### src/hw/rtl/blm_pkg.sv
// Shared types, constants and the charge curve for the battery level monitor.
// Used by every module under hw/rtl; no dependencies of its own.
package blm_pkg;

  localparam int SUM_W        = 15;
  localparam int MV_W         = 14;
  localparam int PCT_W        = 10;
  localparam int HYST_W       = 10;

  localparam int ADC_SAMPLES  = 8;
  // power of two: the average is a shift of the running sum
  localparam int FILTER_DEPTH = 8;
  localparam int IDX_W        = $clog2(FILTER_DEPTH);
  localparam int ACC_W        = MV_W + IDX_W;

  localparam int MV_NUM       = 103191;
  localparam int MV_DEN       = 40950 * ADC_SAMPLES;
  localparam int MV_MAX       = 16383;
  localparam int GUARD_MV     = 3000;

  // floor(sum * MV_NUM / MV_DEN) by reciprocal estimate plus one correction step
  localparam int RECIP_SH = 32;
  localparam longint unsigned MV_RECIP =
      (longint'(MV_NUM) << RECIP_SH) / longint'(MV_DEN);
  localparam int RECIP_W = $clog2(MV_RECIP + 1);
  localparam int NUM_W   = $clog2(MV_NUM + 1);
  localparam int DEN_W   = $clog2(MV_DEN + 1);
  localparam int PROD_W  = SUM_W + NUM_W;
  localparam int EST_W   = SUM_W + RECIP_W;
  localparam int RAW_W   = EST_W - RECIP_SH;
  localparam int QB_W    = RAW_W + DEN_W;

  localparam logic [MV_W-1:0]   WARN_RST   = MV_W'(7000);
  localparam logic [MV_W-1:0]   CRIT_RST   = MV_W'(6400);
  localparam logic [MV_W-1:0]   CUTOFF_RST = MV_W'(6000);
  localparam logic [HYST_W-1:0] HYST_RST   = HYST_W'(150);

  localparam int REG_IDX_W = 2;
  localparam logic [REG_IDX_W-1:0] REG_WARN   = 2'd0;
  localparam logic [REG_IDX_W-1:0] REG_CRIT   = 2'd1;
  localparam logic [REG_IDX_W-1:0] REG_CUTOFF = 2'd2;
  localparam logic [REG_IDX_W-1:0] REG_HYST   = 2'd3;

  typedef enum logic [1:0] {
    LVL_NORMAL,
    LVL_WARNING,
    LVL_CRITICAL,
    LVL_SHUTDOWN
  } level_t;

  typedef struct packed {
    logic [MV_W-1:0]   warn_mv;
    logic [MV_W-1:0]   crit_mv;
    logic [MV_W-1:0]   cutoff_mv;
    logic [HYST_W-1:0] hysteresis_mv;
  } thresh_t;

  typedef struct packed {
    logic [MV_W-1:0] avg;
    logic            accepted;
    logic            check;
  } filt_t;

  typedef struct packed {
    logic [MV_W-1:0]  voltage_mv;
    logic [PCT_W-1:0] percent_tenths;
    level_t           level;
    logic             accepted;
    logic             level_changed;
    logic             emergency;
  } result_t;

  // breakpoints in mV and tenths; each segment slope is CURVE_MUL / 2**CURVE_SHIFT
  localparam logic [MV_W-1:0] CURVE_MV [6] =
      '{14'd6000, 14'd6400, 14'd7000, 14'd7400, 14'd8200, 14'd8400};
  localparam logic [PCT_W-1:0] CURVE_PT [6] =
      '{10'd0, 10'd50, 10'd200, 10'd500, 10'd900, 10'd1000};
  localparam logic [1:0] CURVE_MUL   [5] = '{2'd1, 2'd1, 2'd3, 2'd1, 2'd1};
  localparam logic [1:0] CURVE_SHIFT [5] = '{2'd3, 2'd2, 2'd2, 2'd1, 2'd1};

  function automatic logic [PCT_W-1:0] mv_to_tenths(input logic [MV_W-1:0] v);
    logic [MV_W-1:0]  d;
    logic [15:0]      t;
    logic             found;
    logic [PCT_W-1:0] res;
    res   = '0;
    found = 1'b0;
    d     = '0;
    t     = '0;
    if (v <= CURVE_MV[0]) begin
      res = CURVE_PT[0];
    end else if (v >= CURVE_MV[5]) begin
      res = CURVE_PT[5];
    end else begin
      for (int i = 0; i < 5; i++) begin
        if (!found && v <= CURVE_MV[i+1]) begin
          d     = v - CURVE_MV[i];
          t     = (16'(d) * 16'(CURVE_MUL[i])) >> CURVE_SHIFT[i];
          res   = CURVE_PT[i] + t[PCT_W-1:0];
          found = 1'b1;
        end
      end
    end
    return res;
  endfunction

endpackage

### src/hw/rtl/blm_scale.sv
// Four-stage pipeline that converts an ADC sum to battery millivolts.
// Depends on blm_pkg for widths and the scaling reciprocal.
module blm_scale (
  input  logic                          clk,
  input  logic                          rst_n,
  input  logic                          en,
  input  logic                          in_valid,
  input  logic [blm_pkg::SUM_W-1:0]     in_adc_sum,
  output logic                          mv_valid,
  output logic [blm_pkg::MV_W-1:0]      mv
);

  logic                          v1_r, v2_r, v3_r, v4_r;
  logic [blm_pkg::SUM_W-1:0]     sum1_r;
  logic [blm_pkg::EST_W-1:0]     est2_r;
  logic [blm_pkg::PROD_W-1:0]    sa2_r;
  logic [blm_pkg::PROD_W-1:0]    sa3_r;
  logic [blm_pkg::PROD_W-1:0]    qb3_r;
  logic [blm_pkg::RAW_W-1:0]     q3_r;
  logic [blm_pkg::MV_W-1:0]      mv4_r;

  logic [blm_pkg::RAW_W-1:0]     q_est;
  logic [blm_pkg::QB_W-1:0]      qb_full;
  logic [blm_pkg::PROD_W-1:0]    rem;
  logic                          corr;
  logic [blm_pkg::RAW_W:0]       mv_raw;
  logic [blm_pkg::MV_W-1:0]      mv4_nxt;

  assign q_est   = est2_r[blm_pkg::EST_W-1:blm_pkg::RECIP_SH];
  assign qb_full = blm_pkg::QB_W'(q_est) * blm_pkg::QB_W'(blm_pkg::MV_DEN);

  always_comb begin
    rem    = sa3_r - qb3_r;
    corr   = (rem >= blm_pkg::PROD_W'(blm_pkg::MV_DEN));
    mv_raw = (blm_pkg::RAW_W+1)'(q3_r) + (blm_pkg::RAW_W+1)'(corr);
    if (mv_raw > (blm_pkg::RAW_W+1)'(blm_pkg::MV_MAX)) begin
      mv4_nxt = blm_pkg::MV_W'(blm_pkg::MV_MAX);
    end else begin
      mv4_nxt = blm_pkg::MV_W'(mv_raw);
    end
  end

  always_ff @(posedge clk) begin
    if (!rst_n) begin
      v1_r <= 1'b0;
      v2_r <= 1'b0;
      v3_r <= 1'b0;
      v4_r <= 1'b0;
    end else if (en) begin
      v1_r <= in_valid;
      v2_r <= v1_r;
      v3_r <= v2_r;
      v4_r <= v3_r;
    end
  end

  always_ff @(posedge clk) begin
    if (en) begin
      sum1_r <= in_adc_sum;
      est2_r <= blm_pkg::EST_W'(sum1_r) * blm_pkg::EST_W'(blm_pkg::MV_RECIP);
      sa2_r  <= blm_pkg::PROD_W'(sum1_r) * blm_pkg::PROD_W'(blm_pkg::MV_NUM);
      q3_r   <= q_est;
      qb3_r  <= qb_full[blm_pkg::PROD_W-1:0];
      sa3_r  <= sa2_r;
      mv4_r  <= mv4_nxt;
    end
  end

  assign mv_valid = v4_r;
  assign mv       = mv4_r;

endmodule

### src/hw/rtl/blm_filter.sv
// Moving-average ring with running sum, priming on the first item and low-sample guard.
// Depends on blm_pkg for the filter depth and the filt_t stage record.
module blm_filter (
  input  logic                      clk,
  input  logic                      rst_n,
  input  logic                      en,
  input  logic                      mv_valid,
  input  logic [blm_pkg::MV_W-1:0]  mv,
  output logic                      filt_valid,
  output blm_pkg::filt_t            filt
);

  logic [blm_pkg::MV_W-1:0]   ring_r [blm_pkg::FILTER_DEPTH];
  logic [blm_pkg::IDX_W-1:0]  idx_r, idx_nxt;
  logic [blm_pkg::ACC_W-1:0]  sum_r, sum_nxt;
  logic                       primed_r, primed_nxt;
  logic                       valid_r;
  blm_pkg::filt_t             filt_r, filt_nxt;

  logic                       take;
  logic                       fill;
  logic                       push;

  assign take = en && mv_valid;

  always_comb begin
    fill       = 1'b0;
    push       = 1'b0;
    idx_nxt    = idx_r;
    sum_nxt    = sum_r;
    primed_nxt = primed_r;
    filt_nxt   = '0;
    if (!primed_r) begin
      fill              = 1'b1;
      sum_nxt           = {mv, {blm_pkg::IDX_W{1'b0}}};
      idx_nxt           = '0;
      primed_nxt        = 1'b1;
      filt_nxt.accepted = 1'b1;
    end else if (mv >= blm_pkg::MV_W'(blm_pkg::GUARD_MV)) begin
      push    = 1'b1;
      sum_nxt = sum_r - blm_pkg::ACC_W'(ring_r[idx_r]) + blm_pkg::ACC_W'(mv);
      if (idx_r == blm_pkg::IDX_W'(blm_pkg::FILTER_DEPTH - 1)) begin
        idx_nxt = '0;
      end else begin
        idx_nxt = idx_r + 1'b1;
      end
      filt_nxt.accepted = 1'b1;
      filt_nxt.check    = 1'b1;
    end
    filt_nxt.avg = sum_nxt[blm_pkg::ACC_W-1:blm_pkg::IDX_W];
  end

  always_ff @(posedge clk) begin
    if (!rst_n) begin
      idx_r    <= '0;
      sum_r    <= '0;
      primed_r <= 1'b0;
      valid_r  <= 1'b0;
    end else begin
      if (en) begin
        valid_r <= mv_valid;
      end
      if (take) begin
        idx_r    <= idx_nxt;
        sum_r    <= sum_nxt;
        primed_r <= primed_nxt;
      end
    end
  end

  always_ff @(posedge clk) begin
    if (take) begin
      filt_r <= filt_nxt;
      if (fill) begin
        for (int i = 0; i < blm_pkg::FILTER_DEPTH; i++) begin
          ring_r[i] <= mv;
        end
      end else if (push) begin
        ring_r[idx_r] <= mv;
      end
    end
  end

  assign filt_valid = valid_r;
  assign filt       = filt_r;

endmodule

### src/hw/rtl/blm_level.sv
// Hysteresis level state machine, charge curve and the result register.
// Depends on blm_pkg for level_t, thresh_t, filt_t, result_t and mv_to_tenths.
module blm_level (
  input  logic                clk,
  input  logic                rst_n,
  input  logic                en,
  input  blm_pkg::thresh_t    thr,
  input  logic                filt_valid,
  input  blm_pkg::filt_t      filt,
  output logic                res_valid,
  output blm_pkg::result_t    res
);

  blm_pkg::level_t            level_r, level_nxt;
  logic                       emergency;
  logic                       out_valid_r;
  blm_pkg::result_t           res_r;
  logic [blm_pkg::MV_W:0]     warn_up;
  logic [blm_pkg::MV_W:0]     crit_up;

  assign warn_up = (blm_pkg::MV_W+1)'(thr.warn_mv)
                 + (blm_pkg::MV_W+1)'(thr.hysteresis_mv);
  assign crit_up = (blm_pkg::MV_W+1)'(thr.crit_mv)
                 + (blm_pkg::MV_W+1)'(thr.hysteresis_mv);

  always_comb begin
    level_nxt = level_r;
    emergency = 1'b0;
    if (filt.check) begin
      case (level_r)
        blm_pkg::LVL_NORMAL: begin
          if (filt.avg < thr.warn_mv) level_nxt = blm_pkg::LVL_WARNING;
        end
        blm_pkg::LVL_WARNING: begin
          if ((blm_pkg::MV_W+1)'(filt.avg) > warn_up) begin
            level_nxt = blm_pkg::LVL_NORMAL;
          end else if (filt.avg < thr.crit_mv) begin
            level_nxt = blm_pkg::LVL_CRITICAL;
          end
        end
        blm_pkg::LVL_CRITICAL: begin
          if ((blm_pkg::MV_W+1)'(filt.avg) > crit_up) begin
            level_nxt = blm_pkg::LVL_WARNING;
          end else if (filt.avg < thr.cutoff_mv) begin
            level_nxt = blm_pkg::LVL_SHUTDOWN;
            emergency = 1'b1;
          end
        end
        default: begin
          level_nxt = level_r;
        end
      endcase
    end
  end

  always_ff @(posedge clk) begin
    if (!rst_n) begin
      level_r     <= blm_pkg::LVL_NORMAL;
      out_valid_r <= 1'b0;
    end else if (en) begin
      out_valid_r <= filt_valid;
      if (filt_valid) level_r <= level_nxt;
    end
  end

  always_ff @(posedge clk) begin
    if (en && filt_valid) begin
      res_r.voltage_mv     <= filt.avg;
      res_r.percent_tenths <= blm_pkg::mv_to_tenths(filt.avg);
      res_r.level          <= level_nxt;
      res_r.accepted       <= filt.accepted;
      res_r.level_changed  <= (level_nxt != level_r);
      res_r.emergency      <= emergency;
    end
  end

  assign res_valid = out_valid_r;
  assign res       = res_r;

endmodule

### src/hw/rtl/battery_level_monitor.sv
// Battery level monitor top level: APB threshold registers, scaling pipeline,
// moving-average filter and level/charge stage; depends on blm_pkg and all blm_ modules.
// The input register loads at the accept edge, then three scaling stages, the filter stage
// and the result stage follow before the result is valid.
// Throughput: one item per cycle; the whole pipeline and in_ready hold while a result waits.
// Synchronous reset on rst_n low: default thresholds, empty pipeline, unprimed filter, normal.
module battery_level_monitor (
  input  logic                          clk,
  input  logic                          rst_n,
  input  logic                          in_valid,
  output logic                          in_ready,
  input  logic [blm_pkg::SUM_W-1:0]     in_adc_sum,
  output logic                          out_valid,
  input  logic                          out_ready,
  output logic [blm_pkg::MV_W-1:0]      out_voltage_mv,
  output logic [blm_pkg::PCT_W-1:0]     out_percent_tenths,
  output logic [1:0]                    out_level,
  output logic                          out_accepted,
  output logic                          out_level_changed,
  output logic                          out_emergency,
  input  logic                          psel,
  input  logic                          penable,
  input  logic                          pwrite,
  input  logic [3:0]                    paddr,
  input  logic [31:0]                   pwdata,
  output logic [31:0]                   prdata,
  output logic                          pready
);

  blm_pkg::thresh_t                 thr_r;
  logic                             en;
  logic                             mv_valid;
  logic [blm_pkg::MV_W-1:0]         mv;
  logic                             filt_valid;
  blm_pkg::filt_t                   filt;
  logic                             res_valid;
  blm_pkg::result_t                 res;
  logic [blm_pkg::REG_IDX_W-1:0]    reg_idx;

  assign en       = !res_valid || out_ready;
  assign in_ready = en;
  assign pready   = 1'b1;
  assign reg_idx  = paddr[3:2];

  always_ff @(posedge clk) begin
    if (!rst_n) begin
      thr_r.warn_mv       <= blm_pkg::WARN_RST;
      thr_r.crit_mv       <= blm_pkg::CRIT_RST;
      thr_r.cutoff_mv     <= blm_pkg::CUTOFF_RST;
      thr_r.hysteresis_mv <= blm_pkg::HYST_RST;
    end else if (psel && penable && pwrite) begin
      case (reg_idx)
        blm_pkg::REG_WARN:   thr_r.warn_mv       <= pwdata[blm_pkg::MV_W-1:0];
        blm_pkg::REG_CRIT:   thr_r.crit_mv       <= pwdata[blm_pkg::MV_W-1:0];
        blm_pkg::REG_CUTOFF: thr_r.cutoff_mv     <= pwdata[blm_pkg::MV_W-1:0];
        blm_pkg::REG_HYST:   thr_r.hysteresis_mv <= pwdata[blm_pkg::HYST_W-1:0];
        default: begin
        end
      endcase
    end
  end

  always_comb begin
    case (reg_idx)
      blm_pkg::REG_WARN:   prdata = 32'(thr_r.warn_mv);
      blm_pkg::REG_CRIT:   prdata = 32'(thr_r.crit_mv);
      blm_pkg::REG_CUTOFF: prdata = 32'(thr_r.cutoff_mv);
      blm_pkg::REG_HYST:   prdata = 32'(thr_r.hysteresis_mv);
      default:             prdata = '0;
    endcase
  end

  blm_scale u_scale (
    .clk        (clk),
    .rst_n      (rst_n),
    .en         (en),
    .in_valid   (in_valid),
    .in_adc_sum (in_adc_sum),
    .mv_valid   (mv_valid),
    .mv         (mv)
  );

  blm_filter u_filter (
    .clk        (clk),
    .rst_n      (rst_n),
    .en         (en),
    .mv_valid   (mv_valid),
    .mv         (mv),
    .filt_valid (filt_valid),
    .filt       (filt)
  );

  blm_level u_level (
    .clk        (clk),
    .rst_n      (rst_n),
    .en         (en),
    .thr        (thr_r),
    .filt_valid (filt_valid),
    .filt       (filt),
    .res_valid  (res_valid),
    .res        (res)
  );

  assign out_valid          = res_valid;
  assign out_voltage_mv     = res.voltage_mv;
  assign out_percent_tenths = res.percent_tenths;
  assign out_level          = res.level;
  assign out_accepted       = res.accepted;
  assign out_level_changed  = res.level_changed;
  assign out_emergency      = res.emergency;

endmodule
### config.mk
export PLATFORM = sky130hd
export DESIGN_NAME = battery_level_monitor
export DESIGN_NICKNAME = d
export VERILOG_FILES = /design/src/hw/rtl/blm_pkg.sv /design/src/hw/rtl/blm_scale.sv /design/src/hw/rtl/blm_filter.sv /design/src/hw/rtl/blm_level.sv /design/src/hw/rtl/battery_level_monitor.sv
export SDC_FILE = /design/constraint.sdc
export NUM_CORES = 2
export LEC_CHECK = 0
export BUFFER_PORTS_ARGS = -buffer_cell sky130_fd_sc_hd__buf_2
export CELL_PAD_IN_SITES_DETAIL_PLACEMENT = 0
export CELL_PAD_IN_SITES_GLOBAL_PLACEMENT = 2
export CORE_MARGIN = 2
export CORE_UTILIZATION = 30
export CTS_BUF_LIST = sky130_fd_sc_hd__clkbuf_16
export DETAILED_ROUTE_END_ITERATION = 6
export PLACE_DENSITY = 0.59
export SETUP_SLACK_MARGIN = 0.1
export SLEW_MARGIN = 20
export SYNTH_ARGS = -nofsm -noshare
export SYNTH_HDL_FRONTEND = slang
export SYNTH_SLANG_ARGS = --single-unit
### constraint.sdc
create_clock -name clk -period 12 [get_ports clk]
set_input_delay 1.8 -clock clk [delete_from_list [all_inputs] [get_ports clk]]
set_output_delay 1.8 -clock clk [all_outputs]
set_load 0.005 [all_outputs]
==> impl_results.rst <==
.. list-table::
   :header-rows: 1

   * - Metric
     - Value
   * - Relative max-transition margin
     - around 34%
   * - Clock tree sinks
     - roughly 380
   * - Worst setup SP type
     - flip-flop
   * - Number of global-route vias before repair
     - 25200
   * - Cell types occupying the most area after synthesis
     - sky130_fd_sc_hd__edfxtp_1, sky130_fd_sc_hd__ha_1, sky130_fd_sc_hd__fa_1, sky130_fd_sc_hd__inv_1, sky130_fd_sc_hd__dfxtp_1
   * - Ys flop type
     - sky130_fd_sc_hd__edfxtp_1
   * - Num CTS Buffers
     - 46
   * - Kind of end point of the critical path
     - flip-flop
   * - Routed WL per cell
     - between 15 and 20 um
   * - Std-Cell Core Area
     - approximately 120000 um2
   * - Clock tree from TritonCTS
     - yes
   * - Mux contribution to synthesized area
     - 3.45%
   * - First drt pass iteration count
     - 5
   * - Unrepaired setup endpoints after global routing
     - false
   * - Detailed-route via count
     - about 24000
   * - Clock Path Buffers
     - 3
   * - FF-to-FF Start
     - u_scale.sum1_r[13]$_DFFE_PN_
   * - Count of buffers inserted at the top-level ports
     - 82
   * - Starting Density
     - about 30%
   * - Die outline width
     - 350 um
   * - Max Clk Rate
     - 143 MHz
   * - Hold EP
     - u_scale.sa3_r[13]$_DFFE_PN_
   * - Max-slew violation total from the final report
     - 0
   * - Height of the die
     - approximately 350 um
   * - Synthesis-to-layout area growth
     - 11.2%
   * - Global-route wire length before repair
     - 153 mm
   * - Synthesized netlist cell count
     - between 3000 and 4000
   * - Class of the tightest hold or removal check
     - reg2reg
   * - Max Clock Skew
     - 30.4 ps
   * - Dominant cell type by area after synthesis
     - sky130_fd_sc_hd__edfxtp_1
   * - CTS clk-pin slew, worst paths
     - 60 ps
   * - Reg2Reg Setup Slack
     - approximately 5000 ps
   * - DR iter-0 viols
     - 1136
   * - Worst reg2reg path depth
     - 23
   * - Source-to-sink clock delay at the later pin of the worst-skew pair
     - roughly 600 ps
   * - Global routing usage summed across all routing layers
     - 16.5%
   * - Share of async-settable or async-resettable flops after synthesis
     - 0%
   * - Total congestion overflow after global routing
     - 0
   * - Synthesized area per cell
     - between 10 and 15 um2
   * - Sequential fraction of the synthesis area
     - 29.5%
   * - Final setup TNS
     - 0 ps
   * - Initial antenna violation count
     - 1
   * - Slew at the pin closest to its max-slew limit
     - roughly 990 ps
   * - Area share of and/or/nand/nor cells after synthesis
     - 8.25%
   * - Endpoint arrival time on the critical path
     - 7360 ps
   * - CTS-repair resized insts
     - 0
   * - Fin nets
     - 4382
   * - FF-to-FF End
     - u_scale.est2_r[42]$_DFFE_PN_
   * - Pin count of the biggest net entering global routing
     - 85
   * - CP Data Required Time
     - 12350 ps
   * - Count leader, synth
     - sky130_fd_sc_hd__inv_1
   * - Root Buffer
     - sky130_fd_sc_hd__clkbuf_16
   * - Boundary pin count
     - 122
   * - Number of remaining DRC errors
     - 0
   * - Number of library cell types mapped by synthesis
     - roughly 100
   * - Final hold violations
     - 0
   * - Seq cells post-synth
     - between 300 and 400
   * - Clock period minus worst slack
     - 7010 ps
   * - Post-detailed-route via-to-cell ratio
     - ~4.7
   * - Detailed Route WL
     - 99.6 mm
   * - Count of flip-flops with a built-in enable after synthesis
     - 297
   * - Critical path start-end classification
     - reg2reg
   * - Total setup violations reported at the end of the flow
     - 0
   * - Fraction of the mapped netlist area in compound gates
     - 12.1%
   * - Run status
     - complete, no violations
   * - Hold-fix buffers, CTS
     - 0
   * - Share of layout cells above drive strength 1
     - around 8.5%
   * - ANT nets after route
     - 0
   * - Number of rows in the core area
     - 126
   * - Weighted congestion reported at the end of routability-driven placement
     - 0.856
   * - Post-synthesis share of cell area spent on full adders, half adders and majority gates
     - a little over a third
   * - Worst Hold Launch
     - u_scale.sa2_r[13]$_DFFE_PN_
   * - Count of maximum capacitance violations
     - 0
   * - Highest fanout seen on the critical path
     - 9
   * - Combined area of all synthesized cells
     - between 30000 and 40000 um2
   * - Hold Path Cell Cnt
     - 0
   * - Number of synthesis warnings
     - 0
   * - Tcrit/Tclk final
     - 58.4%
   * - Largest family of logic cells by synthesized area
     - adder cells
   * - Number of setup buffers added after CTS
     - 0
   * - Sum of net half-perimeters after detailed placement
     - 79.2 mm
   * - Top post-synthesis cells by count
     - sky130_fd_sc_hd__inv_1, sky130_fd_sc_hd__ha_1, sky130_fd_sc_hd__fa_1
   * - Parity-gate share of the synthesized area counting xor and xnor cells
     - 3.95%
   * - H-tree depth
     - 2
   * - Full die area
     - 122000 um2
   * - Share of the synthesized area in the top cell type
     - 24.9%
[stage by stage]
stage / std cells / utilization [%] / instance area, um2 / setup slack, ps / hold slack [ps]
after floorplan: 3411 / - / 35900 / 4560 / 400
after global placement: 5043 / 32.3 / 38300 / 4850 / 403
after detailed placement: 5043 / 32.3 / 38300 / 4870 / 405
after CTS: 5129 / 33.7 / 39900 / 4850 / 415
after global routing: 5129 / 33.7 / 39900 / 4570 / 428
final: 5130 / 33.7 / 39900 / 4990 / 415
[cell type report]
class / count / area, um2
Inverter: 593 / 2230
Clock inverter: 40 / 490
Multi-Input combinational cell: 2350 / 22700
Fill cell: 12100 / 78500
Clock buffer: 46 / 1150
Antenna cell: 1 / 2.50
Sequential cell: 381 / 10600
Timing Repair Buffer: 119 / 688
Tap cell: 1600 / 2000
[worst max path at each step]
stage                                 start                              end  slack (ps)
2_1_floorplan                     out_ready  u_filter.ring_r[2][0]$_DFFE_PP_        4560
3_3_place_gp   u_scale.sum1_r[13]$_DFFE_PN_     u_scale.est2_r[42]$_DFFE_PN_        4850
5_1_grt        u_scale.sum1_r[13]$_DFFE_PN_     u_scale.est2_r[42]$_DFFE_PN_        4570
3_5_place_dp   u_scale.sum1_r[13]$_DFFE_PN_     u_scale.est2_r[42]$_DFFE_PN_        4870
4_1_cts        u_scale.sum1_r[13]$_DFFE_PN_     u_scale.est2_r[42]$_DFFE_PN_        4850
6_report       u_scale.sum1_r[13]$_DFFE_PN_     u_scale.est2_r[42]$_DFFE_PN_        4990
[worst max-delay path, stage by stage (launching register included)]
cell	delay (ps)
sky130_fd_sc_hd__edfxtp_1	790
sky130_fd_sc_hd__inv_1	100
sky130_fd_sc_hd__ha_1	410
sky130_fd_sc_hd__inv_1	180
sky130_fd_sc_hd__fa_1	670
sky130_fd_sc_hd__inv_1	80
sky130_fd_sc_hd__fa_1	490
sky130_fd_sc_hd__fa_1	580
sky130_fd_sc_hd__inv_1	70
sky130_fd_sc_hd__fa_1	530
sky130_fd_sc_hd__inv_1	50
sky130_fd_sc_hd__fa_1	500
sky130_fd_sc_hd__inv_1	40
sky130_fd_sc_hd__ha_1	220
sky130_fd_sc_hd__a211oi_1	230
sky130_fd_sc_hd__o21a_1	160
sky130_fd_sc_hd__o21ai_1	180
sky130_fd_sc_hd__a2111oi_4	360
sky130_fd_sc_hd__o21bai_2	200
sky130_fd_sc_hd__o31ai_4	300
sky130_fd_sc_hd__o21ai_2	140
sky130_fd_sc_hd__or2_4	250
sky130_fd_sc_hd__a21oi_2	140
sky130_fd_sc_hd__xnor2_1	80
[kinds of logic after synthesis]
logic type / after synthesis
muxes: 74
buffers and inverters: 680
and+or+nand+nor: 620
adders and majority gates: 833
DFF: 381
xor gates and xnor gates: 162
AOI/OAI and AO/OA: 642
other: 2
[state kept, by name (all words and copies together) (netlist names), 15 cells and up, named ones only]
name / cells
u_scale.sa3_r: 28
thr_r: 52
u_filter.filt: 16
u_level.res: 29
u_scale.qb3_r: 27
u_scale.sum1_r: 15
u_scale.sa2_r: 28
u_filter.ring_r: 112
u_filter.sum_r: 17
[placed cells by master, fill, tap and decap left out, types with 29 or more instances in the layout]
master / n
sky130_fd_sc_hd__a21o_1: 71
sky130_fd_sc_hd__buf_4: 37
sky130_fd_sc_hd__xnor2_1: 108
sky130_fd_sc_hd__fa_1: 299
sky130_fd_sc_hd__o21ai_0: 84
sky130_fd_sc_hd__ha_1: 534
sky130_fd_sc_hd__nand2_1: 213
sky130_fd_sc_hd__nor2_1: 132
sky130_fd_sc_hd__nor2b_1: 35
sky130_fd_sc_hd__dfxtp_1: 82
sky130_fd_sc_hd__edfxtp_1: 297
sky130_fd_sc_hd__clkbuf_16: 46
sky130_fd_sc_hd__nand2b_1: 34
sky130_fd_sc_hd__a21boi_0: 41
sky130_fd_sc_hd__o21bai_1: 29
sky130_fd_sc_hd__nor3_1: 35
sky130_fd_sc_hd__mux4_2: 38
sky130_fd_sc_hd__nand3_1: 50
sky130_fd_sc_hd__inv_1: 590
sky130_fd_sc_hd__xor2_1: 54
sky130_fd_sc_hd__buf_2: 82
sky130_fd_sc_hd__a21oi_1: 156
sky130_fd_sc_hd__o211ai_1: 34
[routing by layer]
metal,GRT usage [%],wire length [um],vias up
li1,-,-,11900
met1,22.2,46800,11800
met5,0,0,-
met4,3.28,1710,0
met2,28.3,48100,315
met3,1.98,2960,86
Power is left out: the tool's default activity adds up to more than one toggle a clock period on the data nets, which glitch-free logic cannot reach.
